===== config.mk =====
export PLATFORM = sky130hd
export DESIGN_NAME = serial_command_display_watchdog_flat
export DESIGN_NICKNAME = d
export VERILOG_FILES = /design/src/rtl/scdw_pkg.sv /design/src/rtl/scdw_if.sv /design/src/rtl/serial_command_display_watchdog.sv /design/src/flat_wrapper.sv
export VERILOG_INCLUDE_DIRS = /design/src /design/src/rtl
export SDC_FILE = /design/constraint.sdc
export NUM_CORES = 1
export LEC_CHECK = 0
export BUFFER_PORTS_ARGS = -buffer_cell sky130_fd_sc_hd__buf_2
export CAP_MARGIN = 20
export CORE_ASPECT_RATIO = 1.1
export CORE_MARGIN = 2
export CORE_UTILIZATION = 60
export DETAILED_ROUTE_END_ITERATION = 10
export PLACE_DENSITY = 0.84
export SLEW_MARGIN = 20
export SYNTH_ARGS = -nofsm -noshare
export SYNTH_HDL_FRONTEND = slang
export SYNTH_SLANG_ARGS = --single-unit

===== constraint.sdc =====
create_clock -name i_clk -period 4.15 [get_ports i_clk]
set_input_delay 0.415 -clock i_clk [delete_from_list [all_inputs] [get_ports i_clk]]
set_output_delay 0.415 -clock i_clk [all_outputs]
set_load 0.005 [all_outputs]

===== src/rtl/serial_command_display_watchdog_assert.svh =====
// Assertion macros for the serial command, display and watchdog block.
// Included by the RTL files that check their own logic; needs nothing else.
`ifndef SERIAL_COMMAND_DISPLAY_WATCHDOG_ASSERT_SVH
`define SERIAL_COMMAND_DISPLAY_WATCHDOG_ASSERT_SVH

// The consequent must hold in the same cycle as the antecedent.
`define SCDW_ASSERT_NOW(label, clk, rst_n, ante, cons) \
    label: assert property (@(posedge clk) disable iff (!(rst_n)) (ante) |-> (cons)) \
        else $error("scdw assertion failed");

// The consequent must hold in the cycle after the antecedent.
`define SCDW_ASSERT_NEXT(label, clk, rst_n, ante, cons) \
    label: assert property (@(posedge clk) disable iff (!(rst_n)) (ante) |=> (cons)) \
        else $error("scdw assertion failed");

`endif


===== src/rtl/scdw_pkg.sv =====
// Types, constants and tables of the serial command, display and watchdog block.
// Used by the top level and the testbench; depends on nothing.
`default_nettype none
package scdw_pkg;

    localparam int DIGIT_COUNT = 8;
    localparam int POS_W       = (DIGIT_COUNT > 1) ? $clog2(DIGIT_COUNT) : 1;

    localparam logic [3:0]  BLANK_CODE     = 4'd10;
    localparam logic [15:0] WDOG_LIMIT_RST = 16'd32768;

    localparam logic [7:0] CHAR_A  = 8'h41;
    localparam logic [7:0] CHAR_T  = 8'h54;
    localparam logic [7:0] CHAR_CR = 8'h0D;
    localparam logic [7:0] CHAR_LF = 8'h0A;
    localparam logic [7:0] CHAR_C  = 8'h43;
    localparam logic [7:0] CHAR_N  = 8'h4E;
    localparam logic [7:0] CHAR_0  = 8'h30;
    localparam logic [7:0] CHAR_9  = 8'h39;
    localparam logic [7:0] CHAR_O  = 8'h4F;
    localparam logic [7:0] CHAR_K  = 8'h4B;

    localparam logic [7:0] SEG_ZERO  = 8'b1100_0000;
    localparam logic [7:0] SEG_ONE   = 8'b1111_1001;
    localparam logic [7:0] SEG_BLANK = 8'hFF;

    typedef enum logic [1:0] {
        OP_BYTE     = 2'd0,
        OP_SCAN     = 2'd1,
        OP_WATCHDOG = 2'd2
    } t_op;

    typedef enum logic [1:0] {
        KIND_TX      = 2'd0,
        KIND_DISPLAY = 2'd1,
        KIND_RESTART = 2'd2
    } t_kind;

    typedef enum logic [2:0] {
        CMD_IDLE  = 3'd0,
        CMD_A     = 3'd1,
        CMD_T     = 3'd2,
        CMD_CLEAR = 3'd3,
        CMD_STORE = 3'd4,
        CMD_END   = 3'd5
    } t_cmd_state;

    typedef enum logic [1:0] {
        STORE_KEEP  = 2'd0,
        STORE_BLANK = 2'd1,
        STORE_SHIFT = 2'd2
    } t_store_op;

    localparam logic [1:0] OK_LAST_IDX = 2'd3;

    function automatic logic [7:0] seg_lookup(input logic [3:0] code);
        logic [7:0] seg;
        case (code)
            4'd0:    seg = SEG_ZERO;
            4'd1:    seg = SEG_ONE;
            4'd2:    seg = 8'hA4;
            4'd3:    seg = 8'hB0;
            4'd4:    seg = 8'h99;
            4'd5:    seg = 8'h92;
            4'd6:    seg = 8'h82;
            4'd7:    seg = 8'hF8;
            4'd8:    seg = 8'h80;
            4'd9:    seg = 8'h90;
            default: seg = SEG_BLANK;
        endcase
        return seg;
    endfunction

    function automatic logic [7:0] ok_char(input logic [1:0] idx);
        logic [7:0] ch;
        case (idx)
            2'd0:    ch = CHAR_O;
            2'd1:    ch = CHAR_K;
            2'd2:    ch = CHAR_CR;
            default: ch = CHAR_LF;
        endcase
        return ch;
    endfunction

endpackage
`default_nettype wire


===== src/rtl/scdw_if.sv =====
// Valid/ready channel interfaces for the input items, the result items and
// the watchdog limit register. Depends on nothing.
`default_nettype none
interface scdw_in_if;
    logic       valid;
    logic       ready;
    logic [1:0] operation;
    logic [7:0] rx_byte;

    modport source (output valid, output operation, output rx_byte, input ready);
    modport sink   (input valid, input operation, input rx_byte, output ready);
endinterface

interface scdw_out_if;
    logic       valid;
    logic       ready;
    logic [1:0] result_kind;
    logic [7:0] tx_char;
    logic [7:0] seg_pattern;
    logic [7:0] digit_enable;
    logic       last;

    modport source (output valid, output result_kind, output tx_char, output seg_pattern,
                    output digit_enable, output last, input ready);
    modport sink   (input valid, input result_kind, input tx_char, input seg_pattern,
                    input digit_enable, input last, output ready);
endinterface

interface scdw_cfg_if;
    logic        valid;
    logic        ready;
    logic [15:0] data;

    modport source (output valid, output data, input ready);
    modport sink   (input valid, input data, output ready);
endinterface
`default_nettype wire


===== src/rtl/serial_command_display_watchdog.sv =====
// Top level: command parser, multiplexed seven-segment display and watchdog.
// Depends on scdw_pkg, the interfaces in scdw_if.sv and the assertion header.
//
//   channel   direction   transaction carries
//   i_in      in          operation, rx_byte
//   o_out     out         result_kind, tx_char, seg_pattern, digit_enable, last
//   i_cfg     in          16-bit watchdog limit
//
// An item is taken into an input register, then processed into the result
// register, so one item per cycle is sustained while o_out.ready is high.
// A closing LF gives four results, O K CR LF, one per cycle from the result
// register, holding the next item until LF; results stall only on o_out.ready.
// Synchronous reset clears all control state; the limit register goes to 32768.
`default_nettype none
`include "serial_command_display_watchdog_assert.svh"
module serial_command_display_watchdog (
    input  wire logic    i_clk,
    input  wire logic    i_rst_n,
    scdw_in_if.sink      i_in,
    scdw_out_if.source   o_out,
    scdw_cfg_if.sink     i_cfg
);

    logic                          r_in_valid;
    logic [1:0]                    r_in_op;
    logic [7:0]                    r_in_byte;

    logic [15:0]                   r_limit;
    scdw_pkg::t_cmd_state          r_cmd,   n_cmd;
    logic [3:0]                    r_store [scdw_pkg::DIGIT_COUNT];
    logic [3:0]                    n_store [scdw_pkg::DIGIT_COUNT];
    logic [scdw_pkg::POS_W-1:0]    r_pos,   n_pos;
    logic [7:0]                    r_ring,  n_ring;
    logic [15:0]                   r_count, n_count;
    logic                          r_halted, n_halted;

    logic                          r_out_valid;
    scdw_pkg::t_kind               r_out_kind, n_out_kind;
    logic [7:0]                    r_out_seg,  n_out_seg;
    logic [7:0]                    r_out_en,   n_out_en;
    logic [1:0]                    r_out_idx;

    logic                          w_out_last;
    logic                          w_fire;
    logic                          w_has_result;
    logic                          w_restart;
    logic [15:0]                   w_count_inc;
    logic                          w_byte_live;
    logic                          w_is_digit;

    scdw_pkg::t_cmd_state          w_cmd_next;
    logic                          w_bad_byte;
    logic                          w_send_ok;
    scdw_pkg::t_store_op           w_store_op;

    assign w_out_last = (r_out_kind != scdw_pkg::KIND_TX) || (r_out_idx == scdw_pkg::OK_LAST_IDX);
    assign w_fire     = r_in_valid && (!r_out_valid || (o_out.ready && w_out_last));
    assign i_in.ready = !r_in_valid || w_fire;
    assign i_cfg.ready = 1'b1;

    assign w_is_digit = (r_in_byte >= scdw_pkg::CHAR_0) && (r_in_byte <= scdw_pkg::CHAR_9);

    always_comb begin
        w_cmd_next = r_cmd;
        w_bad_byte = 1'b0;
        w_send_ok  = 1'b0;
        case (r_cmd)
            scdw_pkg::CMD_IDLE: begin
                if (r_in_byte == scdw_pkg::CHAR_A) begin
                    w_cmd_next = scdw_pkg::CMD_A;
                end else if (r_in_byte == scdw_pkg::CHAR_C) begin
                    w_cmd_next = scdw_pkg::CMD_CLEAR;
                end else if (r_in_byte == scdw_pkg::CHAR_N) begin
                    w_cmd_next = scdw_pkg::CMD_STORE;
                end else begin
                    w_bad_byte = 1'b1;
                end
            end
            scdw_pkg::CMD_A: begin
                if (r_in_byte == scdw_pkg::CHAR_T) begin
                    w_cmd_next = scdw_pkg::CMD_T;
                end else begin
                    w_bad_byte = 1'b1;
                end
            end
            scdw_pkg::CMD_T, scdw_pkg::CMD_CLEAR: begin
                if (r_in_byte == scdw_pkg::CHAR_CR) begin
                    w_cmd_next = scdw_pkg::CMD_END;
                end else begin
                    w_bad_byte = 1'b1;
                end
            end
            scdw_pkg::CMD_STORE: begin
                if (r_in_byte == scdw_pkg::CHAR_CR) begin
                    w_cmd_next = scdw_pkg::CMD_END;
                end else if (!w_is_digit) begin
                    w_bad_byte = 1'b1;
                end
            end
            scdw_pkg::CMD_END: begin
                if (r_in_byte == scdw_pkg::CHAR_LF) begin
                    w_cmd_next = scdw_pkg::CMD_IDLE;
                    w_send_ok  = 1'b1;
                end else begin
                    w_bad_byte = 1'b1;
                end
            end
            default: begin
                w_bad_byte = 1'b1;
            end
        endcase
    end

    always_comb begin
        w_store_op = scdw_pkg::STORE_KEEP;
        if (r_cmd == scdw_pkg::CMD_IDLE &&
            (r_in_byte == scdw_pkg::CHAR_C || r_in_byte == scdw_pkg::CHAR_N)) begin
            w_store_op = scdw_pkg::STORE_BLANK;
        end else if (r_cmd == scdw_pkg::CMD_STORE && w_is_digit) begin
            w_store_op = scdw_pkg::STORE_SHIFT;
        end
    end

    assign w_count_inc = r_count + 16'd1;
    assign w_byte_live = !r_halted && (r_in_op == scdw_pkg::OP_BYTE);
    assign w_restart   = (r_in_op == scdw_pkg::OP_WATCHDOG) &&
                         ((w_count_inc >= r_limit) || (w_count_inc == 16'd0));

    always_comb begin
        n_cmd        = r_cmd;
        n_store      = r_store;
        n_pos        = r_pos;
        n_ring       = r_ring;
        n_count      = r_count;
        n_halted     = r_halted;
        n_out_kind   = scdw_pkg::KIND_TX;
        n_out_seg    = 8'd0;
        n_out_en     = 8'd0;
        w_has_result = 1'b0;
        if (r_in_op == scdw_pkg::OP_WATCHDOG) begin
            n_count = w_count_inc;
            if (w_restart) begin
                n_cmd    = scdw_pkg::CMD_IDLE;
                for (int i = 0; i < scdw_pkg::DIGIT_COUNT; i++) begin
                    n_store[i] = scdw_pkg::BLANK_CODE;
                end
                n_pos        = '0;
                n_ring       = 8'd0;
                n_count      = 16'd0;
                n_halted     = 1'b0;
                n_out_kind   = scdw_pkg::KIND_RESTART;
                w_has_result = 1'b1;
            end
        end else if (w_byte_live) begin
            n_count  = 16'd0;
            n_cmd    = w_cmd_next;
            n_halted = w_bad_byte;
            w_has_result = w_send_ok;
            case (w_store_op)
                scdw_pkg::STORE_BLANK: begin
                    for (int i = 0; i < scdw_pkg::DIGIT_COUNT; i++) begin
                        n_store[i] = scdw_pkg::BLANK_CODE;
                    end
                end
                scdw_pkg::STORE_SHIFT: begin
                    for (int i = 1; i < scdw_pkg::DIGIT_COUNT; i++) begin
                        n_store[i] = r_store[i-1];
                    end
                    n_store[0] = r_in_byte[3:0];
                end
                default: begin
                    n_store = r_store;
                end
            endcase
        end else if (!r_halted && r_in_op == scdw_pkg::OP_SCAN) begin
            n_ring = {r_ring[6:0], 1'b0};
            if (n_ring == 8'd0) begin
                n_ring = 8'd1;
            end
            if (r_pos == scdw_pkg::POS_W'(scdw_pkg::DIGIT_COUNT - 1)) begin
                n_pos = '0;
            end else begin
                n_pos = r_pos + 1'b1;
            end
            n_out_kind   = scdw_pkg::KIND_DISPLAY;
            n_out_seg    = scdw_pkg::seg_lookup(r_store[r_pos]);
            n_out_en     = n_ring;
            w_has_result = 1'b1;
        end
    end

    always_ff @(posedge i_clk) begin
        if (!i_rst_n) begin
            r_in_valid <= 1'b0;
        end else if (i_in.valid && i_in.ready) begin
            r_in_valid <= 1'b1;
        end else if (w_fire) begin
            r_in_valid <= 1'b0;
        end
    end

    always_ff @(posedge i_clk) begin
        if (i_in.valid && i_in.ready) begin
            r_in_op   <= i_in.operation;
            r_in_byte <= i_in.rx_byte;
        end
    end

    always_ff @(posedge i_clk) begin
        if (!i_rst_n) begin
            r_limit <= scdw_pkg::WDOG_LIMIT_RST;
        end else if (i_cfg.valid && i_cfg.ready) begin
            r_limit <= i_cfg.data;
        end
    end

    always_ff @(posedge i_clk) begin
        if (!i_rst_n) begin
            r_cmd    <= scdw_pkg::CMD_IDLE;
            r_pos    <= '0;
            r_ring   <= 8'd0;
            r_count  <= 16'd0;
            r_halted <= 1'b0;
            for (int i = 0; i < scdw_pkg::DIGIT_COUNT; i++) begin
                r_store[i] <= scdw_pkg::BLANK_CODE;
            end
        end else if (w_fire) begin
            r_cmd    <= n_cmd;
            r_pos    <= n_pos;
            r_ring   <= n_ring;
            r_count  <= n_count;
            r_halted <= n_halted;
            r_store  <= n_store;
        end
    end

    always_ff @(posedge i_clk) begin
        if (!i_rst_n) begin
            r_out_valid <= 1'b0;
            r_out_idx   <= 2'd0;
        end else if (w_fire) begin
            r_out_valid <= w_has_result;
            r_out_idx   <= 2'd0;
        end else if (r_out_valid && o_out.ready) begin
            if (w_out_last) begin
                r_out_valid <= 1'b0;
            end else begin
                r_out_idx <= r_out_idx + 2'd1;
            end
        end
    end

    always_ff @(posedge i_clk) begin
        if (!i_rst_n) begin
            r_out_kind <= scdw_pkg::KIND_TX;
        end else if (w_fire) begin
            r_out_kind <= n_out_kind;
        end
    end

    always_ff @(posedge i_clk) begin
        if (w_fire) begin
            r_out_seg <= n_out_seg;
            r_out_en  <= n_out_en;
        end
    end

    assign o_out.valid        = r_out_valid;
    assign o_out.result_kind  = r_out_kind;
    assign o_out.tx_char      = (r_out_kind == scdw_pkg::KIND_TX) ?
                                scdw_pkg::ok_char(r_out_idx) : 8'd0;
    assign o_out.seg_pattern  = r_out_seg;
    assign o_out.digit_enable = r_out_en;
    assign o_out.last         = w_out_last;

    `SCDW_ASSERT_NEXT(a_in_held, i_clk, i_rst_n, r_in_valid && !w_fire, r_in_valid)
    `SCDW_ASSERT_NEXT(a_ok_order, i_clk, i_rst_n,
        r_out_valid && r_out_kind == scdw_pkg::KIND_TX && o_out.ready && !w_out_last,
        r_out_valid && r_out_idx == 2'($past(r_out_idx) + 2'd1))
    `SCDW_ASSERT_NOW(a_display_onehot, i_clk, i_rst_n,
        r_out_valid && r_out_kind == scdw_pkg::KIND_DISPLAY, $onehot(r_out_en))
    `SCDW_ASSERT_NEXT(a_restart_clears, i_clk, i_rst_n, w_fire && w_restart,
        r_count == 16'd0 && !r_halted && r_cmd == scdw_pkg::CMD_IDLE && r_ring == 8'd0)
    `SCDW_ASSERT_NOW(a_halt_quiet, i_clk, i_rst_n,
        w_fire && r_halted && r_in_op != scdw_pkg::OP_WATCHDOG, !w_has_result)

endmodule
`default_nettype wire


===== src/flat_wrapper.sv =====
// flat-port wrapper written by rule: the top's interface ports become plain ports
module serial_command_display_watchdog_flat 
  (i_clk, i_rst_n, i_in_valid, i_in_operation, i_in_rx_byte, i_in_ready, o_out_valid, o_out_result_kind, o_out_tx_char, o_out_seg_pattern, o_out_digit_enable, o_out_last, o_out_ready, i_cfg_valid, i_cfg_data, i_cfg_ready);
  scdw_in_if i_in_i ();
  scdw_out_if o_out_i ();
  scdw_cfg_if i_cfg_i ();
  input  wire logic i_clk;
  input  wire logic i_rst_n;
  input wire logic [$bits(i_in_i.valid)-1:0] i_in_valid;
  input wire logic [$bits(i_in_i.operation)-1:0] i_in_operation;
  input wire logic [$bits(i_in_i.rx_byte)-1:0] i_in_rx_byte;
  output wire logic [$bits(i_in_i.ready)-1:0] i_in_ready;
  output wire logic [$bits(o_out_i.valid)-1:0] o_out_valid;
  output wire logic [$bits(o_out_i.result_kind)-1:0] o_out_result_kind;
  output wire logic [$bits(o_out_i.tx_char)-1:0] o_out_tx_char;
  output wire logic [$bits(o_out_i.seg_pattern)-1:0] o_out_seg_pattern;
  output wire logic [$bits(o_out_i.digit_enable)-1:0] o_out_digit_enable;
  output wire logic [$bits(o_out_i.last)-1:0] o_out_last;
  input wire logic [$bits(o_out_i.ready)-1:0] o_out_ready;
  input wire logic [$bits(i_cfg_i.valid)-1:0] i_cfg_valid;
  input wire logic [$bits(i_cfg_i.data)-1:0] i_cfg_data;
  output wire logic [$bits(i_cfg_i.ready)-1:0] i_cfg_ready;
  assign i_in_i.valid = i_in_valid;
  assign i_in_i.operation = i_in_operation;
  assign i_in_i.rx_byte = i_in_rx_byte;
  assign i_in_ready = i_in_i.ready;
  assign o_out_valid = o_out_i.valid;
  assign o_out_result_kind = o_out_i.result_kind;
  assign o_out_tx_char = o_out_i.tx_char;
  assign o_out_seg_pattern = o_out_i.seg_pattern;
  assign o_out_digit_enable = o_out_i.digit_enable;
  assign o_out_last = o_out_i.last;
  assign o_out_i.ready = o_out_ready;
  assign i_cfg_i.valid = i_cfg_valid;
  assign i_cfg_i.data = i_cfg_data;
  assign i_cfg_ready = i_cfg_i.ready;
  serial_command_display_watchdog u_core (.i_clk(i_clk), .i_rst_n(i_rst_n), .i_in(i_in_i), .o_out(o_out_i), .i_cfg(i_cfg_i));
endmodule

# After elaboration in Yosys (flattened, before gate mapping)
# Memory sizes are Yosys's and may differ from the RTL's. A register that Yosys moved wholly into a read port is not among the register bits.
# Index checks and enable logic that the tools add are counted.
word_totals:
  n_memories: 1
  out_inout_bits: 30
  romBits: 112
  register_bits: 110
  wordCells: 162
  inputBits: 31
memory_table:
  columns: ["name", "words", "word_bits", "read_ports", "rd_ports_with_merged_regs", "write_ports", "line", "rtl"]
  rows:
  - ["(name not given)", 16, 7, 1, 1, 0, "scdw_pkg.sv:58", "case (code)"]
classes:
  bitwise: 4
  n_eq_ne: 25
  muxes: 60
  order_cmp: 4
  add_sub_neg: 3
  n_reduce_logical: 43
op_table:
  columns: ["op", "n"]
  rows:
  - ["$mux 32", 3]
  - ["$pmux 32 s2", 1]
  - ["$mux 16", 3]
  - ["$mux 3", 13]
  - ["$mux 7", 5]
  - ["$eq 8x7->1 const B", 4]
  - ["$mux 1", 23]
  - ["$pmux 7 s3", 1]
  - ["$add 16x1->16 const B", 1]
  - ["$eq 8x4->1 const B", 2]
  - ["$ge 16x16->1", 1]
  - ["$logic_not 16->1", 1]
  - ["$bmux 4 s3", 1]
  - ["$pmux 3 s4", 1]
  - ["$reduce_bool 2->1", 6]
  - ["$logic_and 1x1->1", 10]
  - ["$mux 2", 5]
  - ["$eq 3x3->1 const B", 3]
  - ["$ne 3x1->1 const B", 3]
  - ["$eq 2x2->1 const B", 4]
  - ["$ge 8x6->1 const B", 1]
  - ["$le 8x6->1 const B", 1]
  - ["$mux 4", 2]
  - ["$mux 8", 1]
  - ["25 further kinds", 43]

# Longest topological paths before layout
depth:
  word_depth: 9
  depth_mapped: 14
  ltp_nobuf: 13

# Worst setup path after synthesis
# No wires, ideal clock.
synth_timing:
  kind: "register to register"
  start: "register u_core.r_count[0]"
  end: "register u_core.r_store[11] (netlist bit)"
  required_ns: 4.035
  setup_time_ns: 0.115
  path_slack_ns: 0.836
  path_stages_with_launch: 15
  synth_period_minus_slack_ns: 3.314
  arrival_ns: 3.200
  n_path_buf: 1
  path_cell_list: "dfxtp_1 ha_1 and3_1 nand4_1 nor2_1 and3_1 xor2_1 ha_1 a21o_1 a21oi_1 o311ai_1 a211oi_4 a21oi_4 buf_2 o21a_1"
synth_via:
  elab_chain_cells: 6
  word_cells_on_any_way: 7
  classes_between: "1 x add/sub; 1 x order compare; 1 x eq/ne; 4 x reduce/logical"
synth_rtl:
  columns: ["item", "line", "rtl"]
  rows:
  - ["start: declaration", "serial_command_display_watchdog.sv:34", "logic [15:0] r_count, n_count;"]
  - ["start signal: assignment", "serial_command_display_watchdog.sv:231", "r_count <= n_count;"]
  - ["$add 16x1->16 (*)", "serial_command_display_watchdog.sv:124", "assign w_count_inc = r_count + 16'd1;"]
  - ["$ge 16x16->1 / $logic_not 16->1 (equally long branches)", "serial_command_display_watchdog.sv:127", "((w_count_inc >= r_limit) || (w_count_inc == 16'd0));"]
  - ["$logic_or 1x1->1 (*)", "serial_command_display_watchdog.sv:127", null]
  - ["$logic_and 1x1->1 (*)", "serial_command_display_watchdog.sv:126", "assign w_restart = (r_in_op == scdw_pkg::OP_WATCHDOG) &&"]
  - ["$ne 2x1->1 (no line) (*)", null, null]
  - ["$reduce_and 4->1 (no line) (*)", null, null]
  - ["end signal: indexed assignment", "serial_command_display_watchdog.sv:225", "r_store[i] <= scdw_pkg::BLANK_CODE;"]
  - ["end signal: assignment", "serial_command_display_watchdog.sv:233", "r_store <= n_store;"]
  - ["end: declaration", "serial_command_display_watchdog.sv:30", "logic [3:0] r_store [scdw_pkg::DIGIT_COUNT];"]
# Mark *: on every way between the ends. The rest lies on a longest branch, timed or not.
# A chain may end at the register's enable or synchronous reset.

# Worst setup path in the final report
layout_timing:
  start: "register u_core.r_count[1]"
  end: "register u_core.r_cmd[0]"
layout_via:
  elab_chain_cells: 6
  word_cells_on_any_way: 7
  classes_between: "1 x add/sub; 1 x order compare; 1 x eq/ne; 4 x reduce/logical"
layout_rtl:
  columns: ["item", "line", "rtl"]
  rows:
  - ["$add 16x1->16 (*)", "serial_command_display_watchdog.sv:124", null]
  - ["$ge 16x16->1 / $logic_not 16->1 (equally long branches)", "serial_command_display_watchdog.sv:127", null]
  - ["$logic_or 1x1->1 (*)", "serial_command_display_watchdog.sv:127", null]
  - ["$logic_and 1x1->1 (*)", "serial_command_display_watchdog.sv:126", null]
  - ["$ne 2x1->1 (no line) (*)", null, null]
  - ["$reduce_and 8->1 (no line) (*)", null, null]
  - ["end signal: assignment", "serial_command_display_watchdog.sv:219", "r_cmd <= scdw_pkg::CMD_IDLE;"]
  - ["end signal: assignment", "serial_command_display_watchdog.sv:228", "r_cmd <= n_cmd;"]
  - ["end: declaration", "serial_command_display_watchdog.sv:29", "scdw_pkg::t_cmd_state r_cmd, n_cmd;"]
# Marks and branches as above.

==> reports/qor_table.md <==
| Group | Parameter | Value |
| --- | --- | --- |
| clock tree | Post-CTS Repair Setup Buffers | 0 |
| worst setup path | Number of cell instances on the worst register-to-register path | 14 |
| synthesis | Number of storage elements in the synthesis netlist | 110 |
| route | Post-Route WL | 12,300 um |
| final layout | Final design utilization | 0.666 |
| worst setup path | Critical path launch point type | flop |
| worst setup path | Critical path depth in cells | 14 |
| sta | RSZ-0062 raised after global routing | no |
| place | Final HPWL from detailed placement | 8480 um |
| worst setup path | Slack of the worst reg-to-reg path | 0.25 ns |
| synthesis | Share of synthesized flip-flops with an asynchronous set or reset | 0 |
| final layout | Area added between synthesis and finish | 8.99% |
| worst setup path | Setup crit start | u_core.r_count[1]$_SDFFE_PN0P_ |
| route | Iteration-0 DRC count of the detailed router | 326 |
| place | Weighted congestion at the end of routability-driven global placement | 0.891 |
| grt | Overflow after GRT | 0 |
| synthesis | Post-synth top area share | 0.266 |
| final layout | Diodes inserted | 0 |
| sta | Final count of negative-setup-slack endpoints | 0 |
| die | Initial cell density of the core | 0.611 |
| synthesis | Post-synthesis sequential area ratio | 0.390 |
| pwr | Worst vdd ir | 0.200 mV |
| synthesis | Cell area after technology mapping | 6320 sq um |
| grt | Total global routing track utilization | 0.227 |
| worst setup path | Classification of the worst setup path | reg2reg |
| pwr | Clock group share of total power | 0.404 |
| worst setup path | Cell-by-cell trace of the critical path | ha_1 > and3_1 > nand4_1 > nor2_1 > and3_1 > xor2_1 > ha_1 > o2111a_1 > nand2_1 > o311ai_2 > a211oi_4 > buf_4 > a211oi_2 > mux2i_1 |
| worst setup path | Beginning of the worst register-to-register path | u_core.r_count[1]$_SDFFE_PN0P_ |
| synthesis | Most common library cells after synthesis | sky130_fd_sc_hd__dfxtp_1 (84), sky130_fd_sc_hd__nand2_1 (54), sky130_fd_sc_hd__clkbuf_1 (34), sky130_fd_sc_hd__nand3_1 (32), sky130_fd_sc_hd__ha_1 (30) |
| synthesis | Number of enable flip-flop cells after synthesis | 26 |
| synthesis | Yosys warning total | 0 |
| pwr | Proportion of total power due to net switching | 0.237 |
| synthesis | Most repeated cell in the gate-level netlist after synthesis | sky130_fd_sc_hd__dfxtp_1 |
| place | Port Buf Inserts | 56 |
| pwr | Portion of total power attributed to combinational logic | 0.073 |
| clock tree | Clock transition at path regs | 0.07 ns |
| worst setup path | Arr. time, crit path | 4.18 ns |
| worst setup path | Highest net fanout along the worst path | 8 |
| worst setup path | CP Buf/Inv Count | 1 |
| pwr | Proportion of power drawn by flip-flops and latches | 0.523 |
| worst setup path | Cell type group with the largest total delay on the critical path | compound AO/OA/AOI/OAI gates |
| sta | Number of max-slew violations in the final report | 0 |
| clock tree | CTS Buf Count | 9 |
| worst setup path | RR Endpoint | u_core.r_cmd[0]$_SDFFE_PN0P_ |
| sta | Actual slew at the worst max-slew pin | 1.08 ns |
| hold path | Launch point of the worst hold path | i_in_rx_byte[4] |
| pwr | Areal power density over the cells | 320 nW/um^2 |
| worst setup path | Worst setup path endpoint | u_core.r_cmd[0]$_SDFFE_PN0P_ |
| pwr | Switching pwr | 0.000521 W |
| die | Area of the core | 10,300 sq um |
| sta | Max-slew headroom at the worst pin | 0.281 |
| hold path | Kind of path behind the tightest hold check | in2reg |
| synthesis | Area contributors post-synth | sky130_fd_sc_hd__dfxtp_1 (27%), sky130_fd_sc_hd__edfxtp_1 (12%), sky130_fd_sc_hd__ha_1 (5.9%) |
| synthesis | Number of distinct standard cells referenced by the synthesized netlist | 69 |
| clock tree | Maximum clock path buffer count | 2 |
| route | Final ANT Viol Nets | 0 |
| die | Die width | 102 um |
| worst setup path | Critical path required time | 4.43 ns |
| route | Average via count per standard cell | 5.93 |
| clock tree | Deepest level of the CTS H-tree | 3 |
| pwr | Internal power of the cells | 0.00168 W |
| sta | Final critical-path share of the clock period | 0.940 |
| route | Number of iterations in the first detailed-routing pass | 5 |
| sta | Clock Skews | 0.00419 ns |
| place | Number of placed cells counting well taps | 815 |
| route | Total number of vias | 4,929 |
| run | Number of maximum-capacitance constraint violations | 0 |
| pwr | Static leakage power | 2.59 nW |
| clock tree | Latest clock arrival within the worst-skew pair | 0.35 ns |
| die | Count of boundary I/O pins | 61 |
| synthesis | Avg Inst Size Synth | 9.53 sq um |
| route | Avg WL per Cell | 14.8 um |
| final layout | # nets final | 744 |
| sta | Maximum clock frequency | 256 MHz |
| synthesis | Synthesized instance count | 663 |
| final layout | Fin cells | 831 |
| worst setup path | Worst-path cell with the longest stage delay | sky130_fd_sc_hd__dfxtp_1 |
| sta | Post-route minimum period | 3.90 ns |
| synthesis | Top cell type by total area after synthesis | sky130_fd_sc_hd__dfxtp_1 |
| clock tree | Master cell of the clock root buffer | sky130_fd_sc_hd__clkbuf_16 |
| grt | Initial antenna violation count | 0 |
| die | Die outline area | 11,400 sq um |
| worst setup path | Max stage delay on crit path | 0.46 ns |
| clock tree | Clock sink total | 110 |
| die | Die height | 112 um |
| grt | Number of global-route vias before repair | 4,709 |
| grt | Largest net degree at the start of global routing | 120 |
| final layout | Ratio of cells with drive above 1 in the final layout | 0.164 |
| final layout | Filler Cell Count | 796 |
| worst setup path | Critical path capture point type | flop |
| status | Run status | finished, final reports clean |
| route | Number of remaining DRC errors | 0 |
| grt | First-pass GRT wire length | 21,300 um |
| synthesis | Leading register cell type out of synthesis | sky130_fd_sc_hd__dfxtp_1 |
| die | Row count | 39 |
| clock tree | Count of hold-fix buffers inserted at cts | 0 |
| clock tree | CTS tree | yes |
| sta | Count of endpoints failing hold in the final timing report | 0 |
-- placed cells by master (no fill, tap or decap), drive strengths merged, types with 2 or more instances in the layout --
cell	netlist	routed
clkinvlp	0	2
o31ai	2	2
and2	4	4
xor2	18	18
o311ai	2	2
nor2	28	28
and4	2	2
or3	4	4
xnor2	10	10
mux2i	25	25
nand2	55	55
conb	2	4
a21oi	21	21
o22a	16	16
nor4	5	5
nor2b	19	19
a32oi	15	15
nor3	12	12
nand3	33	33
ha	30	30
nor3b	11	11
a2111oi	2	2
edfxtp	26	26
nand4	17	17
mux4	8	8
dfxtp	84	84
a211oi	3	3
and3	15	15
buf	22	63
o21ai	28	28
a211o	3	3
a21boi	7	7
nand2b	24	24
nor4b	2	2
clkbuf	34	11
inv	25	27
o21a	18	18
o211ai	15	15
-- power groups by stage --
stage                     clock network, W  registers, W  logic, W
after detailed placement                 0       0.00118  0.000158
after global placement                   0       0.00117  0.000153
after floorplan                          0       0.00116  0.000122
after CTS                         0.000891       0.00115  0.000160
after global routing              0.000928       0.00116  0.000180
final                             0.000890       0.00115  0.000161
-- state kept, by name, summed over array words and instances, names as in the netlist, 3 cells and up --
register,cells
u_core.o_out.digit_enable,8
u_core.o_out.seg_pattern,8
u_core.r_cmd,3
u_core.r_count,16
u_core.r_in_byte,8
u_core.r_limit,16
u_core.r_pos,3
u_core.r_ring,7
u_core.r_store,32
-- layout make-up --
type	instances	area (sq um)	share of cell area
well taps	143	179	0.0260
clock inverters	5	65.1	0.00945
repair buffers	63	337	0.0489
multi-input cells	474	3510	0.509
clock buffers	11	243	0.0352
flip-flops and latches	110	2460	0.358
inverters	25	93.8	0.0136
-- cell families after synthesis --
group                    count (synthesis)  synth area share
buffers and inverters                   81            0.0596
AND/OR/NAND/NOR                        237             0.215
other                                    2           0.00119
XOR/XNOR                                28            0.0388
AO/OA/AOI/OAI                          142             0.168
multiplexers                            33            0.0681
adder cells (fa/ha/maj)                 30            0.0594
flip-flops                             110             0.390
-- worst min-delay path by stage --
| stage | cells after the start | slack (ns) | to |
|---|---|---|---|
| after global placement | 2 | 0.45 | u_core.r_store[0]$_SDFFE_PN0P_ |
| after detailed placement | 2 | 0.46 | u_core.r_store[0]$_SDFFE_PN0P_ |
| after CTS | 1 | 0.23 | u_core.r_in_byte[4]$_DFFE_PP_ |
| final | 1 | 0.24 | u_core.r_in_byte[4]$_DFFE_PP_ |
| after floorplan | 2 | 0.44 | u_core.r_store[0]$_SDFFE_PN0P_ |
| after global routing | 1 | 0.24 | u_core.r_in_byte[3]$_DFFE_PP_ |
-- through the flow --
stage          power (W)  setup TNS [ns]  cell area, sq um  setup WS, ns  hold slack (ns)
2_1_floorplan    0.00129               0              6330         0.836            0.438
3_3_place_gp     0.00133               0              6560         0.234            0.451
3_5_place_dp     0.00133          -0.799              6560        -0.114            0.461
4_1_cts          0.00220               0              6870        0.0929            0.230
5_1_grt          0.00226               0              6890        0.0182            0.237
6_report         0.00220               0              6890         0.250            0.236
-- layer usage --
layer / wire length, um / track usage / vias up
li1: - / - / 2446
met1: 5700 / 0.301 / 2308
met2: 5840 / 0.377 / 159
met3: 601 / 0.0289 / 16
met4: 192 / 0.0871 / 0
met5: 0 / 0 / -
-- timing repair --
item                                    in CTS  in global routing
pin swaps                                    0                  0
gates resized for setup                      1                  4
hold endpoints to repair                     0                  0
endpoints found under the setup margin      11                 47
Note: power is estimated with default switching activity, not from simulation.
